--- config.mk ---
export PLATFORM = sky130hd
export DESIGN_NAME = lsac_queue
export DESIGN_NICKNAME = d
export VERILOG_FILES = /design/src/rtl/lsac_queue.sv
export SDC_FILE = /design/constraint.sdc
export NUM_CORES = 1
export LEC_CHECK = 0
export BUFFER_PORTS_ARGS = -buffer_cell sky130_fd_sc_hd__buf_2
export CAP_MARGIN = 20
export CORE_MARGIN = 1
export CORE_UTILIZATION = 49
export DETAILED_ROUTE_END_ITERATION = 12
export PLACE_DENSITY = 0.75
export SLEW_MARGIN = 10
export SYNTH_ARGS = -nofsm -noshare
export SYNTH_HDL_FRONTEND = slang
export SYNTH_SLANG_ARGS = --single-unit
--- constraint.sdc ---
create_clock -name clk -period 1.63 [get_ports clk]
set_input_delay 0.163 -clock clk [delete_from_list [all_inputs] [get_ports clk]]
set_output_delay 0.163 -clock clk [all_outputs]
set_load 0.01 [all_outputs]
--- src/rtl/lsac_queue.sv ---
// ----------------------------------------------------------------------------
// lsac_queue
// Two-entry lookup queue between the front and back ends.
// ----------------------------------------------------------------------------
module lsac_queue #(
  parameter int W = 8
) (
  input  logic         clk,
  input  logic         rst_n,
  input  logic         push,
  input  logic [W-1:0] push_data,
  output logic         push_ready,
  input  logic         pop,
  output logic         pop_valid,
  output logic [W-1:0] pop_data
);

  logic [W-1:0] entries_r [2];
  logic         wr_ptr_r;
  logic         rd_ptr_r;
  logic [1:0]   cnt_r;

  assign push_ready = (cnt_r != 2'd2);
  assign pop_valid  = (cnt_r != 2'd0);
  assign pop_data   = entries_r[rd_ptr_r];

  always_ff @(posedge clk) begin
    if (!rst_n) begin
      wr_ptr_r <= 1'b0;
      rd_ptr_r <= 1'b0;
      cnt_r    <= 2'd0;
    end else begin
      if (push && push_ready) begin
        wr_ptr_r <= ~wr_ptr_r;
      end
      if (pop && pop_valid) begin
        rd_ptr_r <= ~rd_ptr_r;
      end
      cnt_r <= cnt_r + 2'((push && push_ready) ? 1 : 0) - 2'((pop && pop_valid) ? 1 : 0);
    end
  end

  always_ff @(posedge clk) begin
    if (push && push_ready) begin
      entries_r[wr_ptr_r] <= push_data;
    end
  end

endmodule

After elaboration in Yosys (flattened, before gate mapping) --
Memory sizes are Yosys's and may differ from the RTL's. A register that Yosys moved wholly into a read port is not among the register bits. Index checks and enable logic that the tools add are counted.
Word-level totals: register bits 4, bits in latches 0, ROM bits 0, bits in writable memories 16, logic and storage cells 18, memories 1, bits of input ports 12
Memory list:
- entries_r | words 2, bits a word 8, rd ports 1, clocked after memory_dff 1, write ports 1, line 18 | logic [W-1:0] entries_r [2];
Cells by class: add/subtract/negate cells 2, shift-type cells 0, div/mod/pow operators 0, bitwise logic cells 2, multiplexer cells 6, equality and inequality tests 1, reductions and logical operators 3, multiply operators 0, magnitude comparators 0
Operators with widths (number):
- $mux 1 | 6
- $add 2x1->2 | 1
- $logic_and 1x1->1 | 2
- $ne 2x2->1 const B | 1
- $not 1->1 | 2
- $reduce_bool 2->1 | 1
- $sub 2x1->2 | 1

Longest topological paths before layout --
depth in word-level cells 5, gate-level depth with buffers 8

Worst setup path after synthesis --
Ideal clock, no wire load.
path type flip-flop to flip-flop, start point register cnt_r[0], end point register cnt_r[1], clock period less this slack 1.608 ns, stages on the path, launching flop included 9, slack 0.022 ns, data arrival time 1.493 ns, setup time 0.115 ns, path through dfxtp_1 -> nand2b_1 -> nand2_1 -> ha_1 -> inv_1 -> ha_1 -> xnor2_1 -> xnor2_1 -> and2_1
Between the ends: word-level cells in the longest chain between the ends 5, elaborated cells on any way between the ends 8
RTL lines:
- from (decl) | line 21 | logic [1:0] cnt_r;
- from (signal assigned) | line 39 | cnt_r <= cnt_r + 2'((push && push_ready) ? 1 : 0) - 2'((pop && pop_valid) ? 1 : 0);
- $ne 2x2->1 | line 23 | assign push_ready = (cnt_r != 2'd2);
- named net push_ready | line 12 | output logic push_ready,
- $logic_and 1x1->1 | line 39
- $mux 1 | line 39
- $add 2x1->2 | line 39
- $sub 2x1->2 | line 39
The timed path passes the listed nets, and every way through them passes these cells. A chain may end at the register's enable or synchronous reset.

Worst setup path after layout --
start point register cnt_r[1], end point register cnt_r[1]
Between the ends: word-level cells in the longest chain between the ends 5, elaborated cells on any way between the ends 8
RTL lines (line):
- $ne 2x2->1 | 23
- $logic_and 1x1->1 | 39
- $mux 1 | 39
- $add 2x1->2 | 39
- $sub 2x1->2 (*) | 39
Mark *: on every way between the ends. The rest lies on a longest branch, timed or not.

==> flow_metrics.tcl <==
set metrics [dict create \
    status "finished, final reports clean" \
    clkPwrFrac_pct 16.0 \
    drtAntennaViolNets 0 \
    p_leak_uw 0.0004128 \
    grt_max_degree 13 \
    dr.first_iter.drc_count 10 \
    port_buffers 21 \
    postLayoutCellArea_mm2 0.001020 \
    synth_common_cells "16 x edfxtp_1, 8 x mux2_2, 5 x dfxtp_1" \
    min_period_ps 1568 \
    syn-instance-count 49 \
    dr.pass1.iters 4 \
    grt_first_pass_wirelength_mm 1.918 \
    num_rows 14 \
    rsz0062_at_grt "false" \
    cap_viol_max_count 0 \
    antenna_cells 0 \
    worst_slew_pin_slew_ps 400.2 \
    drc 0 \
    postRouteWirelength_mm 1.269 \
    met1Wirelength_um 517 \
    io_pins 22 \
    maxSlewViolCount 0 \
    p_comb_share_pct 33.1 \
    internal_power_uw 1069 \
    vias_per_cell 5.226 \
    hold_viol_final 0 \
    worstPathRequired_ps 1830 \
    synthToLayoutAreaGrowth_pct 25.77 \
    slew_headroom_pct 73.32 \
    cp.arrival_ps 1760 \
    worstSetupEndpointType "flip-flop" \
    fin_skew_ps 4.224 \
    place_hpwl_um 887.8 \
    vdd_drop_max_v 0.0008744 \
    antenna_found_initial 0 \
    start_kind "flip-flop" \
    drive_gt1_share_pct 58.44 \
    dpl_cell_area_um2 953.4 \
    nets 92 \
    fp.dieH_um 42.68 \
    cts.clk_slew.worst_paths_ps 110 \
    ys.flop_type "edfxtp_1" \
    async_flop_share_pct 0 \
    htreeDepth 1 \
    synth_area_leader_cell "edfxtp_1" \
    initial_core_util_pct 53.20 \
    fill_cells 122 \
    core-area_mm2 0.001524 \
    root_buffer "clkbuf_4" \
    crit_fanout 4 \
    die-area_mm2 0.001821 \
    dr_wl_met3_um 74 \
    track_usage_pct 14.94 \
    die_w_um 42.68 \
    min-delay-path-class "in2reg" \
    numCtsBuffers 3 \
    syn_nets 63 \
    yosysMostFrequentCell "edfxtp_1" \
    yosysWarnings 0 \
    ys_top_cells_by_area "edfxtp_1 59%, dfxtp_1 12%, mux2_2 11%" \
    fmax_mhz 638.0 \
    setup_tns_ps 0 \
    p_per_area_mw_per_mm2 1466 \
    power_frac_seq_pct 50.9 \
    synth_edf_count 16 \
    switching_power_uw 425.7 \
    syn_avg_cell_area_um2 16.55 \
    grt_overflow 0 \
    switching_share_pct 28.48 \
    route.met2.wl_um 665 \
    synth-seq-cells 21 \
    hold_buffers 0 \
    tritoncts "yes" \
    ys_seq_area_share_pct 71.60 \
    setup_viol 0 \
    ys_types 16 \
    gp_congestion 0.7457 \
    first_global_vias 481 \
    path_class "reg2reg" \
    top_layer "met4" \
    synth_top_area_share_pct 59.26 \
    synth_area_um2 810.8 \
    clk_path_buf_depth 2 \
    vias 486 \
    clk_latency_ps 290 \
    wl_per_cell_um 13.65 \
    fin_crit_sh_pct 96.17 \
    cts.sinks 21 \
]
==> layer usage <==
metal	track usage, %	up-vias
li1	-	232
met1	16.33	234
met2	26.67	16
met3	3.404	4
met4	7.500	0
met5	0	-
==> through the flow <==
stage          hold WS, ps  total power (uW)  std cells  setup WS (ps)  utilization (%)
5_1_grt              36.17              1580         93          3.592            66.91
2_1_floorplan        261.9              1040         49          21.80                -
4_1_cts              43.53              1436         92          19.57            64.37
3_5_place_dp         353.7              1200         88          36.24            62.56
6_report             45.35              1495         93          62.48            66.91
3_3_place_gp         351.1              1182         88          63.25            62.56
==> layout by cell type, fill, tap and decap left out, types with 2 or more instances in the layout <==
master    synthesis  final
xnor2_1           3      2
dfxtp_1           5      3
nor2b_1           2      2
edfxtp_1         16     16
and2_1            2      2
buf_4             0      4
mux2_2            8      8
buf_2             1     21
clkbuf_4          0      3
==> registers in the layout, summed over array words and instances (netlist names), named ones only <==
name       cells
cnt_r          2
entries_r     16
rd_ptr_r       1
wr_ptr_r       1
==> critical path, cell delays in order, from the launching register on <==
cell and delay (ps):
dfxtp_4 380, o21a_4 220, ha_1 270, inv_1 40, ha_2 170, xnor2_2 130, xnor2_1 120, and2_1 150
==> power by group through the flow <==
stage / combinational [uW] / sequential, uW / clock (uW)
after floorplan: 318 / 722 / 0
after global placement: 430 / 752 / 0
after detailed placement: 441 / 759 / 0
after CTS: 443 / 747 / 246
after global routing: 542 / 777 / 261
final: 495 / 761 / 239
==> repair_timing <==
action,in CTS,in global routing
buffers inserted,0,1
gates resized for setup,0,8
endpoints found under the setup margin,0,1
==> cells by family (layout without fill, tap and decap cells) <==
logic type,Yosys count,after routing,share of synthesized area (%)
buffers and inverters,2,30,1.079
AOI/OAI and AO/OA,1,1,1.080
xor gates and xnor gates,3,3,3.241
muxes,9,9,12.35
adders and majority gates,2,2,3.086
DFF,21,21,71.61
and+or+nand+nor,11,11,7.562
==> worst paths after layout <==
path,to,startpoint,depth (start not counted),slack [ps]
min,entries_r[1][3]$_DFFE_PP_,push_data[3],1,50
max,cnt_r[1]$_SDFF_PN0_,cnt_r[1]$_SDFF_PN0_,7,60
min reg2reg,wr_ptr_r$_SDFFE_PN0N_,wr_ptr_r$_SDFFE_PN0N_,2,500
max reg2reg,cnt_r[1]$_SDFF_PN0_,cnt_r[1]$_SDFF_PN0_,7,60
==> cell type report <==
class	count	area, um2	share of cell area (%)
Clock buffer	3	22.52	2.209
Clock inverter	1	5.005	0.4908
Inverter	1	3.754	0.3681
Multi-Input combinational cell	26	247.7	24.29
Sequential cell	21	585.6	57.42
Tap cell	16	20.02	1.963
Timing Repair Buffer	25	135.1	13.25
Power figures use the tool's default switching activity.
