--- src/rtl/lsac_pkg.sv ---
// ----------------------------------------------------------------------------
// lsac_pkg
// Shared codes and fixed widths for the LRU cache directory model.
// ----------------------------------------------------------------------------
package lsac_pkg;

  localparam int ADDR_W  = 64;
  localparam int TAG_W   = 62;  // set and offset take at least two bits
  localparam int CNT_W   = 32;
  localparam int FUNC_W  = 2;
  localparam int PADDR_W = 4;
  localparam int PDATA_W = 32;

  typedef enum logic [FUNC_W-1:0] {
    FUNC_LOAD   = 2'd0,
    FUNC_STORE  = 2'd1,
    FUNC_MODIFY = 2'd2,
    FUNC_OTHER  = 2'd3
  } func_t;

  typedef enum logic [1:0] {
    REG_SET_BITS   = 2'd0,
    REG_WAYS       = 2'd1,
    REG_BLOCK_BITS = 2'd2,
    REG_NONE       = 2'd3
  } reg_idx_t;

endpackage

--- src/rtl/lsac_front.sv ---
// ----------------------------------------------------------------------------
// lsac_front
// Config registers, request intake, time stamp, set/tag split and
// expansion of a modify into two lookups.
// ----------------------------------------------------------------------------
module lsac_front #(
  parameter int MAX_SET_BITS = 6,
  parameter int MAX_WAYS     = 8,
  parameter int STAMP_WIDTH  = 32,
  parameter int SB_W         = $clog2(MAX_SET_BITS + 1),
  parameter int NW_W         = $clog2(MAX_WAYS + 1),
  parameter int ENT_W        = 1 + NW_W + MAX_SET_BITS + lsac_pkg::TAG_W + STAMP_WIDTH
) (
  input  logic                         clk,
  input  logic                         rst_n,
  input  logic                         psel,
  input  logic                         penable,
  input  logic                         pwrite,
  input  logic [lsac_pkg::PADDR_W-1:0] paddr,
  input  logic [lsac_pkg::PDATA_W-1:0] pwdata,
  output logic [lsac_pkg::PDATA_W-1:0] prdata,
  input  logic                         in_valid,
  output logic                         in_ready,
  input  logic [lsac_pkg::FUNC_W-1:0]  in_func,
  input  logic [lsac_pkg::ADDR_W-1:0]  in_address,
  input  logic                         clearing,
  output logic                         q_push,
  output logic [ENT_W-1:0]             q_data,
  input  logic                         q_ready
);

  logic [2:0]                  set_bits_r;
  logic [3:0]                  ways_r;
  logic [5:0]                  block_bits_r;
  logic [STAMP_WIDTH-1:0]      access_time_r;
  logic                        hold_valid_r;
  lsac_pkg::func_t             hold_func_r;
  logic [lsac_pkg::ADDR_W-1:0] hold_addr_r;
  logic [STAMP_WIDTH-1:0]      hold_stamp_r;
  logic                        second_r;

  lsac_pkg::reg_idx_t          reg_idx;
  logic                        in_fire;
  logic                        cfg_we;
  logic [SB_W-1:0]             sb;
  logic [NW_W-1:0]             nw;
  logic [5:0]                  bb;
  logic [MAX_SET_BITS-1:0]     set_idx;
  logic [lsac_pkg::TAG_W-1:0]  tag;
  logic                        push_last;

  assign reg_idx  = lsac_pkg::reg_idx_t'(paddr[3:2]);
  assign cfg_we   = psel && penable && pwrite;
  assign in_ready = !hold_valid_r && !clearing;
  assign in_fire  = in_valid && in_ready;

  always_comb begin
    unique case (reg_idx)
      lsac_pkg::REG_SET_BITS:   prdata = 32'(set_bits_r);
      lsac_pkg::REG_WAYS:       prdata = 32'(ways_r);
      lsac_pkg::REG_BLOCK_BITS: prdata = 32'(block_bits_r);
      default:                  prdata = '0;
    endcase
  end

  // clamp the geometry to its legal range
  always_comb begin
    if (set_bits_r == 3'd0) begin
      sb = SB_W'(1);
    end else if (int'(set_bits_r) > MAX_SET_BITS) begin
      sb = SB_W'(MAX_SET_BITS);
    end else begin
      sb = SB_W'(set_bits_r);
    end
    if (ways_r == 4'd0) begin
      nw = NW_W'(1);
    end else if (int'(ways_r) > MAX_WAYS) begin
      nw = NW_W'(MAX_WAYS);
    end else begin
      nw = NW_W'(ways_r);
    end
    if (block_bits_r == 6'd0) begin
      bb = 6'd1;
    end else if (block_bits_r > 6'd32) begin
      bb = 6'd32;
    end else begin
      bb = block_bits_r;
    end
  end

  assign set_idx = MAX_SET_BITS'((hold_addr_r >> bb) & ((64'd1 << sb) - 64'd1));
  assign tag     = lsac_pkg::TAG_W'(hold_addr_r >> (7'(sb) + 7'(bb)));

  assign push_last = !(hold_func_r == lsac_pkg::FUNC_MODIFY && !second_r);
  assign q_push    = hold_valid_r;
  assign q_data    = {push_last, nw, set_idx, tag, hold_stamp_r};

  always_ff @(posedge clk) begin
    if (!rst_n) begin
      set_bits_r    <= 3'd1;
      ways_r        <= 4'd1;
      block_bits_r  <= 6'd1;
      access_time_r <= '0;
      hold_valid_r  <= 1'b0;
      second_r      <= 1'b0;
    end else begin
      if (cfg_we) begin
        unique case (reg_idx)
          lsac_pkg::REG_SET_BITS:   set_bits_r   <= pwdata[2:0];
          lsac_pkg::REG_WAYS:       ways_r       <= pwdata[3:0];
          lsac_pkg::REG_BLOCK_BITS: block_bits_r <= pwdata[5:0];
          default: ;
        endcase
      end
      if (in_fire) begin
        if (access_time_r != '1) begin
          access_time_r <= access_time_r + STAMP_WIDTH'(1);
        end
        hold_valid_r <= (lsac_pkg::func_t'(in_func) != lsac_pkg::FUNC_OTHER);
        second_r     <= 1'b0;
      end else if (hold_valid_r && q_ready) begin
        if (push_last) begin
          hold_valid_r <= 1'b0;
        end else begin
          second_r <= 1'b1;
        end
      end
    end
  end

  always_ff @(posedge clk) begin
    if (in_fire) begin
      hold_func_r  <= lsac_pkg::func_t'(in_func);
      hold_addr_r  <= in_address;
      hold_stamp_r <= access_time_r;
    end
  end

endmodule

--- config.mk ---
export PLATFORM = sky130hd
export DESIGN_NAME = lsac_front
export DESIGN_NICKNAME = d
export VERILOG_FILES = /design/src/rtl/lsac_pkg.sv /design/src/rtl/lsac_front.sv
export SDC_FILE = /design/constraint.sdc
export NUM_CORES = 1
export LEC_CHECK = 0
export BUFFER_PORTS_ARGS = -buffer_cell sky130_fd_sc_hd__buf_4
export CAP_MARGIN = 10
export CORE_MARGIN = 2
export CORE_UTILIZATION = 52
export CTS_CLUSTER_SIZE = 25
export DETAILED_ROUTE_END_ITERATION = 16
export PLACE_DENSITY = 0.85
export SYNTH_ARGS = -nofsm -noshare
export SYNTH_HDL_FRONTEND = slang
export SYNTH_SLANG_ARGS = --single-unit
--- constraint.sdc ---
create_clock -name clk -period 6.4 [get_ports clk]
set_input_delay 0.32 -clock clk [delete_from_list [all_inputs] [get_ports clk]]
set_output_delay 0.32 -clock clk [all_outputs]
set_load 0.05 [all_outputs]
### Yosys cells after proc, flatten, opt, wreduce, memory -nomap -nowiden

Cells that the tools add are included.

* input bits: 110
* logic and storage cells: 58
* output and inout bits: 139
* register bits after elaboration: 145

* multiplexer cells: 10
* shift operators: 3
* reduce and logical (&&, ||, !) cells: 22
* $lt $le $gt $ge: 3
* equality and inequality tests: 6
* bitwise operators: 2
* add/subtract/negate cells: 3

Operators by type and width (count)
* $shr 64x6->6: 1
* $shr 64x7->62: 1
* $add 32x1->32 const B: 1
* $ne 32x32->1 const B: 1
* $pmux 6 s3: 1
* $mux 6: 2
* $reduce_and 2->1: 6
* $mux 4: 2
* $add 3x6->7: 1
* $and 6x6->6: 1
* $gt 6x6->1 const B: 1
* $logic_and 1x1->1: 6
* $logic_not 6->1: 1
* $mux 3: 2
* $shl 1x3->6 const A: 1
* $sub 6x1->6 const B: 1
* $eq 2x2->1 const B: 2
* $gt 4x4->1 const B: 1
* $logic_not 1->1: 4
* $logic_not 4->1: 1
* $ne 2x2->1 const B: 2
* $gt 3x3->1 const B: 1
* $logic_not 3->1: 1
* $mux 1: 3
* other kinds (5): 5

### Logic depth before layout (Yosys ltp)

Gate-level depths: netlist of run 1.

* word-level depth: 6
* gate-level depth with buffers: 16
* gate-level depth less buffers: 11

### Worst setup path before layout of run 1

No wires, ideal clock.

* path kind: reg2reg
* start: reg hold_valid_r (netlist: q_push)
* end: reg access_time_r[31]
* period minus slack after synthesis: 6146 ps
* required time: 6330 ps
* cell stages (with the launch flop): 7
* library setup time: 70 ps
* path buffers: 1
* slack: 254 ps
* arrival time: 6076 ps
* cells stage by stage: dfxtp_1 -> nor3b_2 -> and4_1 -> buf_2 -> o311ai_1 -> or4_1 -> a21oi_1

* cells in the longest elaborated chain, start to end: 4

RTL lines
* start, declared: RTL line lsac_front.sv:36 `logic hold_valid_r;`
* start signal, assigned: RTL line lsac_front.sv:119 `hold_valid_r <= (lsac_pkg::func_t'(in_func) != lsac_pkg::FUNC_OTHER);`
* $logic_not 1->1: RTL line lsac_front.sv:54 `assign in_ready = !hold_valid_r && !clearing;`
* $logic_and 1x1->1: RTL line lsac_front.sv:54
* $logic_and 1x1->1: RTL line lsac_front.sv:55 `assign in_fire = in_valid && in_ready;`
* named net in_fire: RTL line lsac_front.sv:43 `logic in_fire;`
* $reduce_and 2->1 (no source line)
* end signal, assigned: RTL line lsac_front.sv:117 `access_time_r <= access_time_r + STAMP_WIDTH'(1);`
* end, declared: RTL line lsac_front.sv:35 `logic [STAMP_WIDTH-1:0] access_time_r;`

The timed path passes the listed nets, and every way through them passes these cells.
A chain may end at the register's enable or synchronous reset.

### Final worst setup path of run 1

* start: reg block_bits_r[5]
* end: out q_data[47]

* cells in the longest elaborated chain, start to end: 5
* elaborated cells between the ends (all ways): 6
* classes of those cells: 1 x add/sub; 1 x order compare; 1 x shift; 2 x mux; 1 x reduce/logical

RTL lines
* start, declared: RTL line lsac_front.sv:34 `logic [5:0] block_bits_r;`
* start signal, assigned: RTL line lsac_front.sv:111 `lsac_pkg::REG_BLOCK_BITS: block_bits_r <= pwdata[5:0];`
* $gt 6x6->1: RTL line lsac_front.sv:84 `end else if (block_bits_r > 6'd32) begin`
* $mux 6: RTL line lsac_front.sv:84
* $mux 6 *: RTL line lsac_front.sv:82 `if (block_bits_r == 6'd0) begin`
* $add 3x6->7 *: RTL line lsac_front.sv:92 `assign tag = lsac_pkg::TAG_W'(hold_addr_r >> (7'(sb) + 7'(bb)));`
* $shr 64x7->62 *: RTL line lsac_front.sv:92
* end, declared: RTL line lsac_front.sv:28 `output logic [ENT_W-1:0] q_data,`

Mark *: on every way between the ends. The rest lies on a longest branch, timed or not.

==> results of run 1 <==
-- flip-flops by register name (all words and copies together) (netlist names), 2 cells and up --
register / count
hold_addr_r: 64
hold_func_r: 2
access_time_r: 32
ways_r: 4
set_bits_r: 3
block_bits_r: 6
hold_stamp_r: 32
-- routing by layer --
metal / vias up / GRT usage
met3: 71 / 0.08148
met1: 4534 / 0.3889
met2: 601 / 0.4299
met5: - / 0
li1: 4292 / -
met4: 0 / 0.09524
-- cells in the final DEF (no fill, tap or decap), types with 13 or more instances in the layout --
cell       instances
a211oi_1          14
a21oi_1           25
and2_1            13
buf_4            211
clkbuf_16         17
conb_1            26
dfxtp_1           47
edfxtp_1          98
inv_1             19
mux2i_1          100
mux4_2            72
nand2_1          160
nand3_1           37
nor2_1            95
nor3_1            23
o211ai_1          15
o21ai_0           51
o221ai_1          13
xnor2_1           15
-- through the flow --
| step | std cells | instance area, µm² | utilization |
|---|---|---|---|
| global route | 1503 | 12790 | 0.6299 |
| detailed placement | 1471 | 12190 | 0.6006 |
| floorplan | 1099 | 10880 | - |
| finish | 1503 | 12790 | 0.6299 |
| CTS | 1503 | 12790 | 0.6299 |
| global placement | 1471 | 12190 | 0.6006 |
-- power groups by stage --
stage	clock network (µW)	registers, µW	logic [µW]
floorplan	0	1090	466
global placement	0	1080	659
detailed placement	0	1080	666
CTS	1030	1060	668
global route	1070	1070	707
finish	1020	1070	677
-- worst min path at each step --
stage / from / depth (start not counted) / endpoint / slack [ns]
final: in_address[54] / 1 / hold_addr_r[54] / 0.07
after global routing: in_address[47] / 1 / hold_addr_r[47] / 0.05
after CTS: in_address[63] / 1 / hold_addr_r[63] / 0.05
after detailed placement: access_time_r[9] / 0 / hold_stamp_r[9] / 0.46
after global placement: access_time_r[6] / 0 / hold_stamp_r[6] / 0.46
after floorplan: in_address[0] / 0 / hold_addr_r[0] / 0.42
-- logic make-up after synthesis --
family	count (synthesis)
adders and majority gates	5
other	1
xor gates and xnor gates	23
and+or+nand+nor	397
buffers and inverters	134
DFF	145
AOI/OAI and AO/OA	183
muxes	186
-- area by class of cell --
cell class              instances  share of cell area
well taps                     270             0.02642
clock inverters                15             0.01331
inverters                      25            0.007730
clock buffers                  17             0.03327
repair buffers                211              0.1239
multi-input cells             820              0.4917
flip-flops and latches        145              0.3037
==> summary.txt, run 1 <==
VDD IR-drop max - 206.0 µV
Leak pwr - 0.005018 µW
Ys async rst share - 0
Yosys top cell area share - 0.2728
Count leader, synth - nand2_1
Top Ports - 249
Commonest cells post-synth - nand2_1 (160), mux2i_1 (101), edfxtp_1 (98)
Total global routing overflow - 0
Hold Buf Count CTS - 0
Internal power - 1844 µW
Max Cap Viol - 0
First-pass iteration count of the detailed router - 7
Drt total wl - 31.76 mm
Residual DRC - 0
DR WL/cell - 21.13 µm
Clock skew - 0.01436 ns
FMAX - 182.1 MHz
Max stage delay on crit path - 0.74 ns
TritonCTS clock tree - yes
Root buffer cell - clkbuf_16
Mux contribution to synthesized area - 0.2588
Fin Hold WS - 0.06665 ns
Pwr/cell area - 216.0 nW/µm²
Fin. Hold Viols - 0
Die outline width - 148.0 µm
Wire length on met1 - 12.97 mm
Cells after synthesis - 1074
Layout net count - 1335
First DRT Iteration DRCs - 987
Largest net degree at the start of global routing - 74
Multi-input gate area - 6287 µm²
Psw - 918.4 µW
Reg power frac - 0.386
Post-synth top flop - edfxtp_1
Synth Area in Adders - 0.006494
Synth warnings - 0
R2r setup slk - 3.86 ns
Area Overhead vs Synth - 18.52%
Post-CTS resize count - 0
CP Launch Type - flip-flop
#FFs+latches synth - 145
N_diodes - 0
Critical path class - flip-flop to primary output
Final slew viol count - 0
Number of CTS-inserted buffers - 17
Setup slack after layout - 0.9078 ns
Vias - 9498
Reg area - 3884 µm²
Design Power - 2762 µW
R2r startpoint - access_time_r[19]
Power share of the clock group - 0.369
Synth Area in Simple Gates - 0.1676
Largest cells by area after synthesis - edfxtp_1 (27%), mux4_2 (15%), mux2i_1 (9.4%), dfxtp_1 (8.7%), nand2_1 (5.6%)
Critical Path Slowest Stage Cell - or2_2
Clk pin slew, worst setup/hold paths - 0.07 ns
Wire length on met3 - 3.501 mm
DPL Wire Length - 22.69 mm
Met2 routed WL - 14.47 mm
FF-to-FF End - access_time_r[16]
Logic pwr share - 0.245
Worst min path class - primary input to flip-flop
Xor and xnor area share after synthesis - 0.02041
Crit-path max FO - 39
Synth cell types - 74
Crit path capture - q_data[47]
Number of cells on the worst reg-to-reg path - 6
Worst-Skew Late Latency - 0.43 ns
Most used cell, CP - buf_4
Endpoints failing setup - 0
Top routing layer in use - met4
Initial cell density of the core - 0.5315
Worst Path Buf+Inv - 5
Sw frac - 0.3325
Setup Buffers After CTS - 0
WP data required - 6.08 ns
Mapped Area - 10790 µm²
Setup TNS - 0 ns
DP Worst Slack - 1.507 ns
Status - finished, final reports clean
CTS H-tree depth - 4
Relative slew margins - 0.2023
Share of layout cells above drive strength 1 - 0.2814
Sink Count - 145
Synth Area in Compound Gates - 0.1171
CP Depth - 12
GRT Total Usage - 0.2820
IO Port Bufs - 194
Area of the die - 21920 µm²
Clock buffer depth - 2
GPL Wtd Cong - 0.9840
Sequential fraction of the synthesis area - 0.3600
Largest family of logic cells by synthesized area - multiplexers
Mean cell area of the mapped netlist - 10.05 µm²
Crit path launch - block_bits_r[5]
Number of core rows - 52
RSZ-0062 raised after global routing - false
Via/cell ratio - 6.319
Die Y - 148.0 µm
Initial antenna violation count - 0
Total core area - 20300 µm²
CP endpoint kind - primary output
Largest delay share family, worst path - buffers and inverters
Final antenna-violating net count - 0
Vias in the first global route - 8677
First-pass GRT wire length - 48.41 mm
Arr. time, crit path - 5.17 ns
Slew @ Worst Pin - 1.194 ns
Min Tclk post-route - 5.492 ns
Fill count - 1659
Crit path cell chain - buf_4, inv_2, nand2_1, clkinv_1, ha_1, nand3_1, a21oi_1, or2_2, buf_4, mux4_2, mux2i_1, buf_4
Fin crit share - 0.8582
Post-synth EDFFs - 98
Synth area leader - edfxtp_1
No activity file was read; power rests on OpenSTA's default activity.
==> inputs of run 2 (changes only) <==
- CELL_PAD_IN_SITES_DETAIL_PLACEMENT: not set -> 0
- CELL_PAD_IN_SITES_GLOBAL_PLACEMENT: not set -> 1
- CORE_UTILIZATION: 52 -> 42
- HOLD_SLACK_MARGIN: not set -> 0.05
- PLACE_DENSITY: 0.85 -> 0.89
==> run 2 against run 1 <==
Effect of this change:
- via count shrank 2.9%
- critical path depth fell by 1
- maximum frequency shrank 5.9%
- hold slack worse by 0.0027 ns
- combinational power about the same
- flip-flop and latch count did not move
- critical endpoint is now q_data[38]
- largest cell class unchanged
- highest routed layer unchanged
==> summary.txt, run 2 (synthesized netlist as in run 1, its figures left out) <==
Design area - 12930 µm²
Commonest non-fill, non-tap cell in the layout - buf_4
Initial antenna violation count - 0
Slew @ Worst Pin - 1.064 ns
Post-place instance area - 12270 µm²
CP Launch Type - flip-flop
Total core area - 25180 µm²
Pwr/cell area - 211.8 nW/µm²
DPL Wire Length - 23.80 mm
CP endpoint kind - primary output
IO Port Bufs - 194
Hold Buf Count CTS - 2
Max reg flops - 64
Drt total wl - 32.84 mm
Via/cell ratio - 5.865
GRT Total Usage - 0.2379
Post-CTS resize count - 0
WP data required - 6.08 ns
Initial cell density of the core - 0.4285
Layout net count - 1344
Relative slew margins - 0.2907
GPL Wtd Cong - 0.9281
Crit-path max FO - 52
Area Overhead vs Synth - 19.81%
Endpoints failing setup - 0
Root buffer cell - clkbuf_16
Hold path start - in_address[16]
Largest register by flop count - hold_addr_r
Top Ports - 249
Sw frac - 0.3492
Final antenna-violating net count - 0
RSZ-0062 raised after global routing - false
Die outline width - 164.3 µm
Min-Delay Path Depth - 1
CTS H-tree depth - 4
FMAX - 171.2 MHz
Crit path cell chain - inv_2, nand2_1, clkinv_1, ha_1, nand3_1, a21oi_1, or2_2, mux2i_1, a22oi_1, a222oi_1, buf_4
Vias in the first global route - 8747
Clock skew - 0.01495 ns
Reg power frac - 0.389
Residual DRC - 0
Logic pwr share - 0.248
Max stage delay on crit path - 0.91 ns
Fin crit share - 0.9124
Setup Buffers After CTS - 0
Commonest cells after routing, fill and taps aside - buf_4 (211), nand2_1 (160), mux2i_1 (100)
N_diodes - 0
Worst Hold Path EP - hold_addr_r[16]
First-pass iteration count of the detailed router - 5
Max Cap Viol - 0
R2r setup slk - 3.34 ns
Area of the die - 26990 µm²
Number of core rows - 58
Critical path class - flip-flop to primary output
Final slew viol count - 0
Worst min path class - primary input to flip-flop
Status - finished, final reports clean
Largest regs - hold_addr_r x64, access_time_r x32, hold_stamp_r x32
Largest delay share family, worst path - simple AND/OR/NAND/NOR gates
Internal power - 1781 µW
Share of layout cells above drive strength 1 - 0.2810
Clk pin slew, worst setup/hold paths - 0.08 ns
Fin. Hold Viols - 0
VDD IR-drop max - 203.5 µV
First DRT Iteration DRCs - 946
Worst-Skew Late Latency - 0.43 ns
Critical Path Slowest Stage Cell - or2_2
Power share of the clock group - 0.363
Worst Path Buf+Inv - 3
Die Y - 164.3 µm
TritonCTS clock tree - yes
Sink Count - 145
Leak pwr - 0.005048 µW
Total global routing overflow - 0
Number of CTS-inserted buffers - 17
Vias - 9219
FF-to-FF End - access_time_r[16]
Utilization after layout - 0.5133
Arr. time, crit path - 5.52 ns
First-pass GRT wire length - 49.78 mm
Number of cells on the worst reg-to-reg path - 8
DR WL/cell - 20.89 µm
R2r startpoint - q_push
Fill count - 2302
Psw - 956.1 µW
Clock buffer depth - 2
Min Tclk post-route - 5.840 ns
Largest net degree at the start of global routing - 80
Setup TNS - 0 ns
==> run 2: power by group through the flow <==
stage          sequential (µW)  clock (µW)  combinational, µW
6_report                  1070         993                679
5_1_grt                   1070        1050                714
4_1_cts                   1060        1010                671
3_5_place_dp              1080           0                668
3_3_place_gp              1080           0                663
2_1_floorplan             1090           0                466
==> run 2: worst max-delay path by stage <==
stage | start | to | slack (ns) | cells after the start
global placement | block_bits_r[5] | q_data[47] | 1.07 | 11
finish | block_bits_r[5] | q_data[38] | 0.56 | 11
CTS | block_bits_r[5] | q_data[47] | 0.62 | 11
global route | block_bits_r[5] | q_data[47] | 0.13 | 11
detailed placement | block_bits_r[5] | q_data[47] | 1.08 | 11
floorplan | q_push | access_time_r[31] | 0.25 | 6
==> run 2: layout make-up <==
type	count	area, µm²	share of cell area
timing repair buffer	220	1669	0.1291
tap	330	412.9	0.03194
clock inverter	14	141.4	0.01094
inverter	25	98.84	0.007647
clock buffer	18	432.9	0.03349
sequential	145	3884	0.3005
multi-input combinational	820	6287	0.4864
==> run 2: per-stage QoR <==
step	std cells	hold WS (ns)	power (µW)	worst slack, ns
after global routing	1572	0.04960	2830	0.1337
after CTS	1565	0.05282	2747	0.6210
after global placement	1531	0.4648	1746	1.074
after floorplan	1099	0.4189	1558	0.2537
final	1572	0.06397	2737	0.5605
after detailed placement	1531	0.4696	1753	1.080
==> run 2: routing by layer <==
metal | routed length [µm] | vias to the layer above | track usage
li1 | - | 4299 | -
met1 | 13860 | 4466 | 0.3224
met2 | 15330 | 407 | 0.3745
met3 | 2915 | 47 | 0.06364
met4 | 743 | 0 | 0.06858
met5 | 0 | - | 0
